$ cat src/sv/aacs_pkg.sv
`default_nettype none
package aacs_pkg;

   localparam int FRAC_W  = 8;
   localparam int POS_W   = 24;
   localparam int SIZE_W  = 22;
   localparam int EDGE_W  = POS_W + 1;
   localparam int DELTA_W = 26;

   typedef logic signed [POS_W-1:0]   pos_type;
   typedef logic        [SIZE_W-1:0]  size_type;
   typedef logic signed [EDGE_W-1:0]  edge_type;
   typedef logic signed [DELTA_W-1:0] delta_type;
   typedef logic        [DELTA_W-1:0] mag_type;

   // push applied by one corner of the own box
   typedef struct packed {
      delta_type dx;
      delta_type dy;
   } corner_term_type;

   // offsets and depths seen by one corner
   typedef struct packed {
      logic      hit;
      logic      neg_x;
      logic      neg_y;
      delta_type diff_x;
      delta_type diff_y;
      delta_type dep_x;
      delta_type dep_y;
   } corner_geom_type;

endpackage
`default_nettype wire

$ cat src/sv/aacs_req_if.sv
`default_nettype none
interface aacs_req_if;
   logic              valid;
   logic              ready;
   aacs_pkg::pos_type  own_x;
   aacs_pkg::pos_type  own_y;
   aacs_pkg::size_type own_w;
   aacs_pkg::size_type own_h;
   aacs_pkg::pos_type  other_x;
   aacs_pkg::pos_type  other_y;
   aacs_pkg::size_type other_w;
   aacs_pkg::size_type other_h;

   modport source (
      output valid, own_x, own_y, own_w, own_h, other_x, other_y, other_w, other_h,
      input  ready
   );
   modport sink (
      input  valid, own_x, own_y, own_w, own_h, other_x, other_y, other_w, other_h,
      output ready
   );
endinterface
`default_nettype wire

$ cat src/sv/aacs_rsp_if.sv
`default_nettype none
interface aacs_rsp_if;
   logic               valid;
   logic               ready;
   logic               collided;
   aacs_pkg::delta_type own_dx;
   aacs_pkg::delta_type own_dy;
   aacs_pkg::delta_type other_dx;
   aacs_pkg::delta_type other_dy;

   modport source (
      output valid, collided, own_dx, own_dy, other_dx, other_dy,
      input  ready
   );
   modport sink (
      input  valid, collided, own_dx, own_dy, other_dx, other_dy,
      output ready
   );
endinterface
`default_nettype wire

$ cat src/sv/aacs_corner.sv
`default_nettype none
module aacs_corner (
   input  wire aacs_pkg::corner_geom_type geom,
   output aacs_pkg::corner_term_type      term
);

   aacs_pkg::mag_type   abs_diff_x;
   aacs_pkg::mag_type   abs_diff_y;
   aacs_pkg::mag_type   abs_dep;
   aacs_pkg::delta_type half;
   aacs_pkg::delta_type push;
   logic                pick_x;
   logic                neg;

   always_comb begin
      abs_diff_x = geom.diff_x[aacs_pkg::DELTA_W-1] ? aacs_pkg::mag_type'(-geom.diff_x)
                                                    : aacs_pkg::mag_type'(geom.diff_x);
      abs_diff_y = geom.diff_y[aacs_pkg::DELTA_W-1] ? aacs_pkg::mag_type'(-geom.diff_y)
                                                    : aacs_pkg::mag_type'(geom.diff_y);
      // ties go to the y axis
      pick_x = abs_diff_x > abs_diff_y;
      if (pick_x) begin
         abs_dep = geom.dep_x[aacs_pkg::DELTA_W-1] ? aacs_pkg::mag_type'(-geom.dep_x)
                                                   : aacs_pkg::mag_type'(geom.dep_x);
         neg     = geom.neg_x;
      end else begin
         abs_dep = geom.dep_y[aacs_pkg::DELTA_W-1] ? aacs_pkg::mag_type'(-geom.dep_y)
                                                   : aacs_pkg::mag_type'(geom.dep_y);
         neg     = geom.neg_y;
      end
      half = aacs_pkg::delta_type'({1'b0, abs_dep[aacs_pkg::DELTA_W-1:1]});
      push = neg ? -half : half;
      term.dx = (geom.hit && pick_x)  ? push : '0;
      term.dy = (geom.hit && !pick_x) ? push : '0;
   end

endmodule
`default_nettype wire

$ cat src/sv/aabb_collide_and_separate_core.sv
// a req word accepted into stage 1 moves through stages 2 and 3 into stage 4, the output
//   register, and leaves it when rsp ready is high
// throughput: one word per cycle while rsp ready is high; the pipeline has four register
//   stages, each with its own valid bit, and a stage refills while the one after it drains
// reset (synchronous, active high) empties every stage and clears trigger_only
// trigger_only is sampled with each word as it enters the first stage
`default_nettype none
module aabb_collide_and_separate_core (
   input  wire  clock,
   input  wire  reset,
   aacs_req_if.sink   req_bus,
   aacs_rsp_if.source rsp_bus,
   input  wire  csr_we,
   input  wire  csr_wdata
);

   localparam int NUM_CORNERS = 4;
   localparam int CORNER_TL = 0;
   localparam int CORNER_TR = 1;
   localparam int CORNER_BL = 2;
   localparam int CORNER_BR = 3;

   // configuration
   logic trigger_only_ff;

   always_ff @(posedge clock) begin
      if (reset) begin
         trigger_only_ff <= 1'b0;
      end else if (csr_we) begin
         trigger_only_ff <= csr_wdata;
      end
   end

   // flow control: a stage moves when it is empty or its successor moves
   logic s1_valid_ff, s2_valid_ff, s3_valid_ff, s4_valid_ff;
   logic s1_adv, s2_adv, s3_adv, s4_adv;

   assign s4_adv        = !s4_valid_ff || rsp_bus.ready;
   assign s3_adv        = !s3_valid_ff || s4_adv;
   assign s2_adv        = !s2_valid_ff || s3_adv;
   assign s1_adv        = !s1_valid_ff || s2_adv;
   assign req_bus.ready = s1_adv;

   always_ff @(posedge clock) begin
      if (reset) begin
         s1_valid_ff <= 1'b0;
         s2_valid_ff <= 1'b0;
         s3_valid_ff <= 1'b0;
         s4_valid_ff <= 1'b0;
      end else begin
         if (s1_adv) begin
            s1_valid_ff <= req_bus.valid;
         end
         if (s2_adv) begin
            s2_valid_ff <= s1_valid_ff;
         end
         if (s3_adv) begin
            s3_valid_ff <= s2_valid_ff;
         end
         if (s4_adv) begin
            s4_valid_ff <= s3_valid_ff;
         end
      end
   end

   // stage 1: box edges (left, bottom, right, top) widened by one bit
   aacs_pkg::edge_type s1_x_ff, s1_y_ff, s1_r_ff, s1_t_ff;
   aacs_pkg::edge_type s1_ox_ff, s1_oy_ff, s1_or_ff, s1_ot_ff;
   logic               s1_trig_ff;

   always_ff @(posedge clock) begin
      if (s1_adv) begin
         s1_x_ff    <= {req_bus.own_x[aacs_pkg::POS_W-1], req_bus.own_x};
         s1_y_ff    <= {req_bus.own_y[aacs_pkg::POS_W-1], req_bus.own_y};
         s1_r_ff    <= {req_bus.own_x[aacs_pkg::POS_W-1], req_bus.own_x}
                     + {3'b000, req_bus.own_w};
         s1_t_ff    <= {req_bus.own_y[aacs_pkg::POS_W-1], req_bus.own_y}
                     + {3'b000, req_bus.own_h};
         s1_ox_ff   <= {req_bus.other_x[aacs_pkg::POS_W-1], req_bus.other_x};
         s1_oy_ff   <= {req_bus.other_y[aacs_pkg::POS_W-1], req_bus.other_y};
         s1_or_ff   <= {req_bus.other_x[aacs_pkg::POS_W-1], req_bus.other_x}
                     + {3'b000, req_bus.other_w};
         s1_ot_ff   <= {req_bus.other_y[aacs_pkg::POS_W-1], req_bus.other_y}
                     + {3'b000, req_bus.other_h};
         s1_trig_ff <= trigger_only_ff;
      end
   end

   // stage 2: overlap test, corner containment, corner offsets and depths
   logic s2_hit_in;
   logic in_left_in, in_right_in, in_top_in, in_bottom_in, resp_en_in;
   aacs_pkg::corner_geom_type s2_geom_in [NUM_CORNERS];
   aacs_pkg::corner_geom_type s2_geom_ff [NUM_CORNERS];
   logic                      s2_hit_ff;
   aacs_pkg::delta_type       dxl_in, dxr_in, dyy_in, depxl_in, depxr_in, depyt_in, depyb_in;

   function automatic aacs_pkg::delta_type sub_edge(aacs_pkg::edge_type a,
                                                    aacs_pkg::edge_type b);
      return {a[aacs_pkg::EDGE_W-1], a} - {b[aacs_pkg::EDGE_W-1], b};
   endfunction

   always_comb begin
      // inclusive compares: touching boxes collide
      s2_hit_in = !(s1_t_ff < s1_oy_ff || s1_ot_ff < s1_y_ff ||
                    s1_r_ff < s1_ox_ff || s1_or_ff < s1_x_ff);
      resp_en_in   = s2_hit_in && !s1_trig_ff;
      in_left_in   = (s1_x_ff >= s1_ox_ff) && (s1_x_ff <= s1_or_ff);
      in_right_in  = (s1_r_ff >= s1_ox_ff) && (s1_r_ff <= s1_or_ff);
      in_top_in    = (s1_t_ff >= s1_oy_ff) && (s1_t_ff <= s1_ot_ff);
      in_bottom_in = (s1_y_ff >= s1_oy_ff) && (s1_y_ff <= s1_ot_ff);

      // y offset always compares bottom edges
      dxl_in   = sub_edge(s1_x_ff, s1_ox_ff);
      dxr_in   = sub_edge(s1_r_ff, s1_or_ff);
      dyy_in   = sub_edge(s1_y_ff, s1_oy_ff);
      depxl_in = sub_edge(s1_x_ff, s1_or_ff);
      depxr_in = sub_edge(s1_r_ff, s1_ox_ff);
      depyt_in = sub_edge(s1_t_ff, s1_oy_ff);
      depyb_in = sub_edge(s1_y_ff, s1_ot_ff);

      // top-left pushes right and down
      s2_geom_in[CORNER_TL] = '{hit: resp_en_in && in_left_in && in_top_in,
                                neg_x: 1'b0, neg_y: 1'b1,
                                diff_x: dxl_in, diff_y: dyy_in,
                                dep_x: depxl_in, dep_y: depyt_in};
      // top-right pushes left and down
      s2_geom_in[CORNER_TR] = '{hit: resp_en_in && in_right_in && in_top_in,
                                neg_x: 1'b1, neg_y: 1'b1,
                                diff_x: dxr_in, diff_y: dyy_in,
                                dep_x: depxr_in, dep_y: depyt_in};
      // bottom-left pushes right and up
      s2_geom_in[CORNER_BL] = '{hit: resp_en_in && in_left_in && in_bottom_in,
                                neg_x: 1'b0, neg_y: 1'b0,
                                diff_x: dxl_in, diff_y: dyy_in,
                                dep_x: depxl_in, dep_y: depyb_in};
      // bottom-right pushes left and up
      s2_geom_in[CORNER_BR] = '{hit: resp_en_in && in_right_in && in_bottom_in,
                                neg_x: 1'b1, neg_y: 1'b0,
                                diff_x: dxr_in, diff_y: dyy_in,
                                dep_x: depxr_in, dep_y: depyb_in};
   end

   always_ff @(posedge clock) begin
      if (s2_adv) begin
         s2_hit_ff  <= s2_hit_in;
         s2_geom_ff <= s2_geom_in;
      end
   end

   // stage 3: per corner axis choice and half depth
   aacs_pkg::corner_term_type s3_term_in [NUM_CORNERS];
   aacs_pkg::corner_term_type s3_term_ff [NUM_CORNERS];
   logic                      s3_hit_ff;

   for (genvar c = 0; c < NUM_CORNERS; c++) begin : g_corner
      aacs_corner u_corner (
         .geom (s2_geom_ff[c]),
         .term (s3_term_in[c])
      );
   end

   always_ff @(posedge clock) begin
      if (s3_adv) begin
         s3_hit_ff  <= s2_hit_ff;
         s3_term_ff <= s3_term_in;
      end
   end

   // stage 4: sum of corner pushes, and its negation for the other box, into the output register
   aacs_pkg::delta_type sum_dx_in, sum_dy_in;
   logic                s4_hit_ff;
   aacs_pkg::delta_type s4_own_dx_ff, s4_own_dy_ff, s4_other_dx_ff, s4_other_dy_ff;

   always_comb begin
      sum_dx_in = s3_term_ff[CORNER_TL].dx + s3_term_ff[CORNER_TR].dx
                + s3_term_ff[CORNER_BL].dx + s3_term_ff[CORNER_BR].dx;
      sum_dy_in = s3_term_ff[CORNER_TL].dy + s3_term_ff[CORNER_TR].dy
                + s3_term_ff[CORNER_BL].dy + s3_term_ff[CORNER_BR].dy;
   end

   always_ff @(posedge clock) begin
      if (s4_adv) begin
         s4_hit_ff      <= s3_hit_ff;
         s4_own_dx_ff   <= sum_dx_in;
         s4_own_dy_ff   <= sum_dy_in;
         s4_other_dx_ff <= -sum_dx_in;
         s4_other_dy_ff <= -sum_dy_in;
      end
   end

   assign rsp_bus.valid    = s4_valid_ff;
   assign rsp_bus.collided = s4_hit_ff;
   assign rsp_bus.own_dx   = s4_own_dx_ff;
   assign rsp_bus.own_dy   = s4_own_dy_ff;
   assign rsp_bus.other_dx = s4_other_dx_ff;
   assign rsp_bus.other_dy = s4_other_dy_ff;

endmodule
`default_nettype wire

$ cat src/flat_wrapper.sv
// flat-port wrapper written by rule: the top's interface ports become plain ports
module aabb_collide_and_separate_core_flat 
  (clock, reset, csr_we, csr_wdata, req_bus_valid, req_bus_own_x, req_bus_own_y, req_bus_own_w, req_bus_own_h, req_bus_other_x, req_bus_other_y, req_bus_other_w, req_bus_other_h, req_bus_ready, rsp_bus_valid, rsp_bus_collided, rsp_bus_own_dx, rsp_bus_own_dy, rsp_bus_other_dx, rsp_bus_other_dy, rsp_bus_ready);
  aacs_req_if req_bus_i ();
  aacs_rsp_if rsp_bus_i ();
  input  wire clock;
  input  wire reset;
  input  wire csr_we;
  input  wire csr_wdata;
  input wire logic [$bits(req_bus_i.valid)-1:0] req_bus_valid;
  input wire logic [$bits(req_bus_i.own_x)-1:0] req_bus_own_x;
  input wire logic [$bits(req_bus_i.own_y)-1:0] req_bus_own_y;
  input wire logic [$bits(req_bus_i.own_w)-1:0] req_bus_own_w;
  input wire logic [$bits(req_bus_i.own_h)-1:0] req_bus_own_h;
  input wire logic [$bits(req_bus_i.other_x)-1:0] req_bus_other_x;
  input wire logic [$bits(req_bus_i.other_y)-1:0] req_bus_other_y;
  input wire logic [$bits(req_bus_i.other_w)-1:0] req_bus_other_w;
  input wire logic [$bits(req_bus_i.other_h)-1:0] req_bus_other_h;
  output wire logic [$bits(req_bus_i.ready)-1:0] req_bus_ready;
  output wire logic [$bits(rsp_bus_i.valid)-1:0] rsp_bus_valid;
  output wire logic [$bits(rsp_bus_i.collided)-1:0] rsp_bus_collided;
  output wire logic [$bits(rsp_bus_i.own_dx)-1:0] rsp_bus_own_dx;
  output wire logic [$bits(rsp_bus_i.own_dy)-1:0] rsp_bus_own_dy;
  output wire logic [$bits(rsp_bus_i.other_dx)-1:0] rsp_bus_other_dx;
  output wire logic [$bits(rsp_bus_i.other_dy)-1:0] rsp_bus_other_dy;
  input wire logic [$bits(rsp_bus_i.ready)-1:0] rsp_bus_ready;
  assign req_bus_i.valid = req_bus_valid;
  assign req_bus_i.own_x = req_bus_own_x;
  assign req_bus_i.own_y = req_bus_own_y;
  assign req_bus_i.own_w = req_bus_own_w;
  assign req_bus_i.own_h = req_bus_own_h;
  assign req_bus_i.other_x = req_bus_other_x;
  assign req_bus_i.other_y = req_bus_other_y;
  assign req_bus_i.other_w = req_bus_other_w;
  assign req_bus_i.other_h = req_bus_other_h;
  assign req_bus_ready = req_bus_i.ready;
  assign rsp_bus_valid = rsp_bus_i.valid;
  assign rsp_bus_collided = rsp_bus_i.collided;
  assign rsp_bus_own_dx = rsp_bus_i.own_dx;
  assign rsp_bus_own_dy = rsp_bus_i.own_dy;
  assign rsp_bus_other_dx = rsp_bus_i.other_dx;
  assign rsp_bus_other_dy = rsp_bus_i.other_dy;
  assign rsp_bus_i.ready = rsp_bus_ready;
  aabb_collide_and_separate_core u_core (.clock(clock), .reset(reset), .req_bus(req_bus_i), .rsp_bus(rsp_bus_i), .csr_we(csr_we), .csr_wdata(csr_wdata));
endmodule
$ cat config.mk
export PLATFORM = sky130hd
export DESIGN_NAME = aabb_collide_and_separate_core_flat
export DESIGN_NICKNAME = d
export VERILOG_FILES = /design/src/sv/aacs_pkg.sv /design/src/sv/aacs_req_if.sv /design/src/sv/aacs_rsp_if.sv /design/src/sv/aacs_corner.sv /design/src/sv/aabb_collide_and_separate_core.sv /design/src/flat_wrapper.sv
export SDC_FILE = /design/constraint.sdc
export NUM_CORES = 2
export LEC_CHECK = 0
export ABC_AREA = 1
export ABC_CLOCK_PERIOD_IN_PS = 47700
export BUFFER_PORTS_ARGS = -buffer_cell sky130_fd_sc_hd__buf_2
export CAP_MARGIN = 10
export CORE_UTILIZATION = 65
export CTS_CLUSTER_DIAMETER = 50
export DETAILED_ROUTE_END_ITERATION = 8
export HOLD_SLACK_MARGIN = 0.15
export PLACE_DENSITY = 0.82
export SYNTH_ARGS = -nofsm -noshare
export SYNTH_HDL_FRONTEND = slang
export SYNTH_SLANG_ARGS = --single-unit
$ cat constraint.sdc
create_clock -name clock -period 47.7 [get_ports clock]
set_input_delay 14.31 -clock clock [delete_from_list [all_inputs] [get_ports clock]]
set_output_delay 14.31 -clock clock [all_outputs]
set_load 0.005 [all_outputs]
==> results by stage <==
Yosys:
- The share of the synthesized area in compound gates (AO/OA/AOI/OAI) is roughly 8.4%.
- The main combinational cell family by area after synthesis is simple AND/OR/NAND/NOR gates.
- In this run, synthesis inferred ~690 flip-flops with an integrated enable.
- The top-area cell type share of the netlist area is 42.3%.
- Dividing the synthesized area by the synthesized cell count gives between 9 and 10 µm².
- Synthesis handed over a netlist of ~5400 instances.
- For this run, the leading register cell type out of synthesis is sky130_fd_sc_hd__edfxtp_1.
- The largest total area in the synthesized netlist belongs to sky130_fd_sc_hd__edfxtp_1.
- Sorting the synthesized cells by area gives the leading types as sky130_fd_sc_hd__edfxtp_1, sky130_fd_sc_hd__ha_1, sky130_fd_sc_hd__nand2_1.
- The number of warnings reported in the yosys synthesis log is 0.
- The post-synthesis sequential area ratio is between 40% and 50%.
- The arithmetic-cell share of the synthesized area counting full adders, half adders and majority gates is 14.7%.
- Counting flops and latches in the post-synthesis netlist gives between 600 and 700.
- The cell area after technology mapping is slightly below 50000 µm².
- Multiplexer cells account for 0.0204% of the synthesized area.
- The post-synthesis async set-or-reset flop share is 0%.
- The post-synthesis xor/xnor area fraction is 9.05%.
- Summing the areas of all and, or, nand and nor instances in the mapped netlist gives 17.7% of the synthesized area.
- The netlist uses between 60 and 70 different library cells.

Clock tree:
- After clock tree synthesis, the clock-pin slew on the worst setup and hold paths is 0.06 ns.
- The buffer levels on the longest clock path is 3.
- The CTS tree is yes.
- Once the clock tree was built, the setup fixing pass inserted 0 buffers.
- The insertion delay of the later-clocked pin in the worst-skew pair is 0.67 ns.
- The number of instances resized during post-cts repair is 0.
- The number of hold buffers added after CTS was 0.
- The tree is rooted in a sky130_fd_sc_hd__clkbuf_16.
- The clock sink count is 697.
- In this run the number of H-tree levels came out at 3.
- The number of buffers created by CTS is 85.

Route:
- The DRC violation total after the first TritonRoute iteration is 3574.
- Wires add up to ~140000 µm.
- The number of detailed-routing iterations run before antenna repair is 8.
- The overall via count from detail_route is between 30000 and 40000.
- The via count normalized by instance count is 5.71.
- After detailed routing, the average wire length per cell comes to 20.0 µm.
- The remaining antenna violation count after routing is 0.
- The DRC violation count after routing is 0.

Cells and area:
- Cells with a size suffix above 1 make up between 10% and 20% of the layout.
- The multi-input combinational cell area is about 25000 µm².
- Summing all non-filler instances in the final layout gives an area of 54600 µm².
- The top cell types in the final layout, fill and taps aside, are sky130_fd_sc_hd__nand2_1, sky130_fd_sc_hd__inv_1, sky130_fd_sc_hd__edfxtp_1.
- The count of fill cells added during filler insertion is roughly 5500.
- The area occupied by registers is 20900 µm².
- The final layout contains about 6500 nets.
- The library cell used most frequently in the layout, excluding fill and tap cells, is sky130_fd_sc_hd__nand2_1.
- From synthesis to final layout, the design area changed by 11.2%.
- Once layout is complete, the utilization of the core stands at 73.2%.

Job:
- Across the run, the number of max-cap violations was 0.

Critical path:
- For the worst setup path, the data arrival time is approximately 17 ns.
- Counting stages on the worst path, the most repeated cell is sky130_fd_sc_hd__nor2_1.
- The number of buffers and inverters on the critical path is 4.
- Along the worst path, the maximum fanout reaches 66.
- In this design, the largest share of critical-path delay is due to simple AND/OR/NAND/NOR gates.
- The largest individual stage delay along the critical path comes from the cell sky130_fd_sc_hd__nand2_4.
- In this run the critical register-to-register path is launched from u_core.s2_geom_ff[399]$_DFFE_PP_.
- The largest single stage delay on the critical path is 0.49 ns.
- STA classifies the critical path startpoint as an input port.
- The endpoint required time on the critical path is approximately 33 ns.
- Across all register-to-register paths, the minimum setup slack is slightly above 40 ns.
- Walking the worst path, the cells encountered are buf_2, nor2_1, inv_4, nor2_1, inv_6, nor2_1, nand2_4, buf_2.
- The endpoint kind of the worst setup timing path is an output port.
- The endpoint of the worst register-to-register path is u_core.s3_term_ff[200]$_SDFFCE_PN0P_.
- The cell count of the worst reg-to-reg path is 30.
- The setup path with the least slack is of type in -> out.

Place:
- Once detailed placement completed, the half-perimeter wirelength came to around 110000 µm.
- The cell area reported after detailed placement is roughly 52000 µm².
- Routability-driven placement finished with a final weighted congestion of slightly below 1.
- The number of buffer cells added on primary ports is roughly 300.

GRT:
- Global routing used about 4.2% of the available met3 tracks.
- The number of global-route vias before repair is ~38000.
- The fraction of met1 tracks used by global routing is 44.4%.
- The initial antenna violation count is 5.
- The pin count of the biggest net entering global routing is between 150 and 200.
- The global-route congestion overflow total is 0.
- The global-route wire length before repair is 208000 µm.
- Global routing used roughly 35% of the available tracks across all layers.
- met2 is the most crowded layer.
- Global routing consumed, on the met2 layer, between 60 and 70% of the routing resources.

Power and ir drop:
- The power per standard cell area is between 50 and 60 nW/µm².
- The analysis attributes to cell leakage a power of ~26 nW.
- VDD sags by at most approximately 0.046 mV.
- The overall power of the completed layout is about 0.003 W.

Hold path:
- The launch point of the worst hold path is u_core.s2_hit_ff$_DFFE_PP_.
- The hold-critical path endpoint is u_core.s3_hit_ff$_DFFE_PP_.
- The cell count of the worst hold path is 0.
- In this run the worst hold path is classified as reg -> reg.

STA:
- Of the available clock period, the critical path in the final layout requires between 60% and 70%.
- The final max-slew violation count came to 0.
- Measured against its own limit, the worst slew margin works out to around 18%.
- Setup repair after global routing left no endpoint under its margin.
- At the pin with the least slew margin, the transition time is ~1.2 ns.
- The highest attainable clock frequency is approximately 32 MHz.
- The count of endpoints failing hold in the final timing report came to 0.
- The final critical-path required period is roughly 31 ns.
- The setup TNS after final layout is 0 ns.
- Across all hold checks on the routed design, the worst slack comes to 0.421 ns.
- Setup violations remaining at the end of the flow were counted as 0.
- The setup skew after layout is roughly 0.028 ns.

Floorplanning:
- The number of rows created at floorplan is 100.
- The die outline height is roughly 280 µm.
- The core footprint is 74700 µm².
- The initial utilization of the core area, before any placement, comes to 65.8%.
- The die covers around 77000 µm².
- During I/O placement, the number of pins put on the boundary was ~300.
- The horizontal die dimension is ~280 µm.

Status:
- The flow ran to the end, and the final reports show no timing, DRC or antenna violations.
[worst register-to-register path: cells and delay by family (launching register included)]
family	cells	cell delay (ns)
and+or+nand+nor	16	3.18
adders and majority gates	3	0.74
DFF	1	0.36
AOI/OAI and AO/OA	4	1.08
xor gates and xnor gates	1	0.20
buffers and inverters	6	1.37
[state kept, by name, indices dropped and copies added, names as in the netlist, 26 cells and up]
signal                   flops
u_core.rsp_bus.other_dy     26
u_core.s2_geom_ff          184
u_core.s3_term_ff          206
u_core.rsp_bus.other_dx     26
[worst max path at each step]
stage                              from             to  slack (ns)  cells past startpoint
after global routing      rsp_bus_ready  req_bus_ready       16.49                      8
after detailed placement  rsp_bus_ready  req_bus_ready       16.62                      8
after CTS                 rsp_bus_ready  req_bus_ready       16.61                      8
after global placement    rsp_bus_ready  req_bus_ready       16.84                      8
after floorplan           rsp_bus_ready  req_bus_ready        8.32                      6
final                     rsp_bus_ready  req_bus_ready       16.66                      8
[Yosys cell counts, drive strengths merged (13+ instances only)]
master,instances
nor2,531
xor2,356
o221ai,15
xnor2,151
a31oi,14
nand4,45
edfxtp,692
o21bai,13
ha,399
nand3,288
buf,30
nand3b,22
nor3,61
o21ai,216
a21oi,408
nand2,991
fa,111
clkbuf,30
a211oi,14
nor4,32
o211ai,18
inv,913
or2,24
[cell type report]
type,instances,area share (%)
multi-input combinational,3775,44.9
sequential,697,38.2
inverter,917,6.32
clock buffer,90,3.93
timing repair buffer,307,2.88
tap,969,2.22
clock inverter,67,1.54
antenna,1,0.00458
[cells by family after synthesis]
logic type / Yosys count
muxes: 1
DFF: 697
xor gates and xnor gates: 507
buffers and inverters: 977
AOI/OAI and AO/OA: 752
adders and majority gates: 510
other: 2
and+or+nand+nor: 2000
[per-stage QoR]
| stage | std cells | setup slack (ns) |
|---|---|---|
| finish | 6823 | 16.66 |
| global route | 6822 | 16.49 |
| CTS | 6822 | 16.61 |
| detailed placement | 6665 | 16.62 |
| global placement | 6665 | 16.84 |
| floorplan | 5449 | 8.32 |
[report_power, final]
| part | internal (W) | switching, W |
|---|---|---|
| clock network | 0.000401 | 0.000279 |
| logic | 0.000395 | 0.000961 |
| registers | 0.000810 | 0.0000809 |
[layer usage]
layer  wire length [µm]  part of all wire (%)
met2              65800                    48
met4               7290                   5.3
met3               9370                   6.9
met1              54300                    40
met5                 27                 0.020
(Power assumes the default switching activity.)
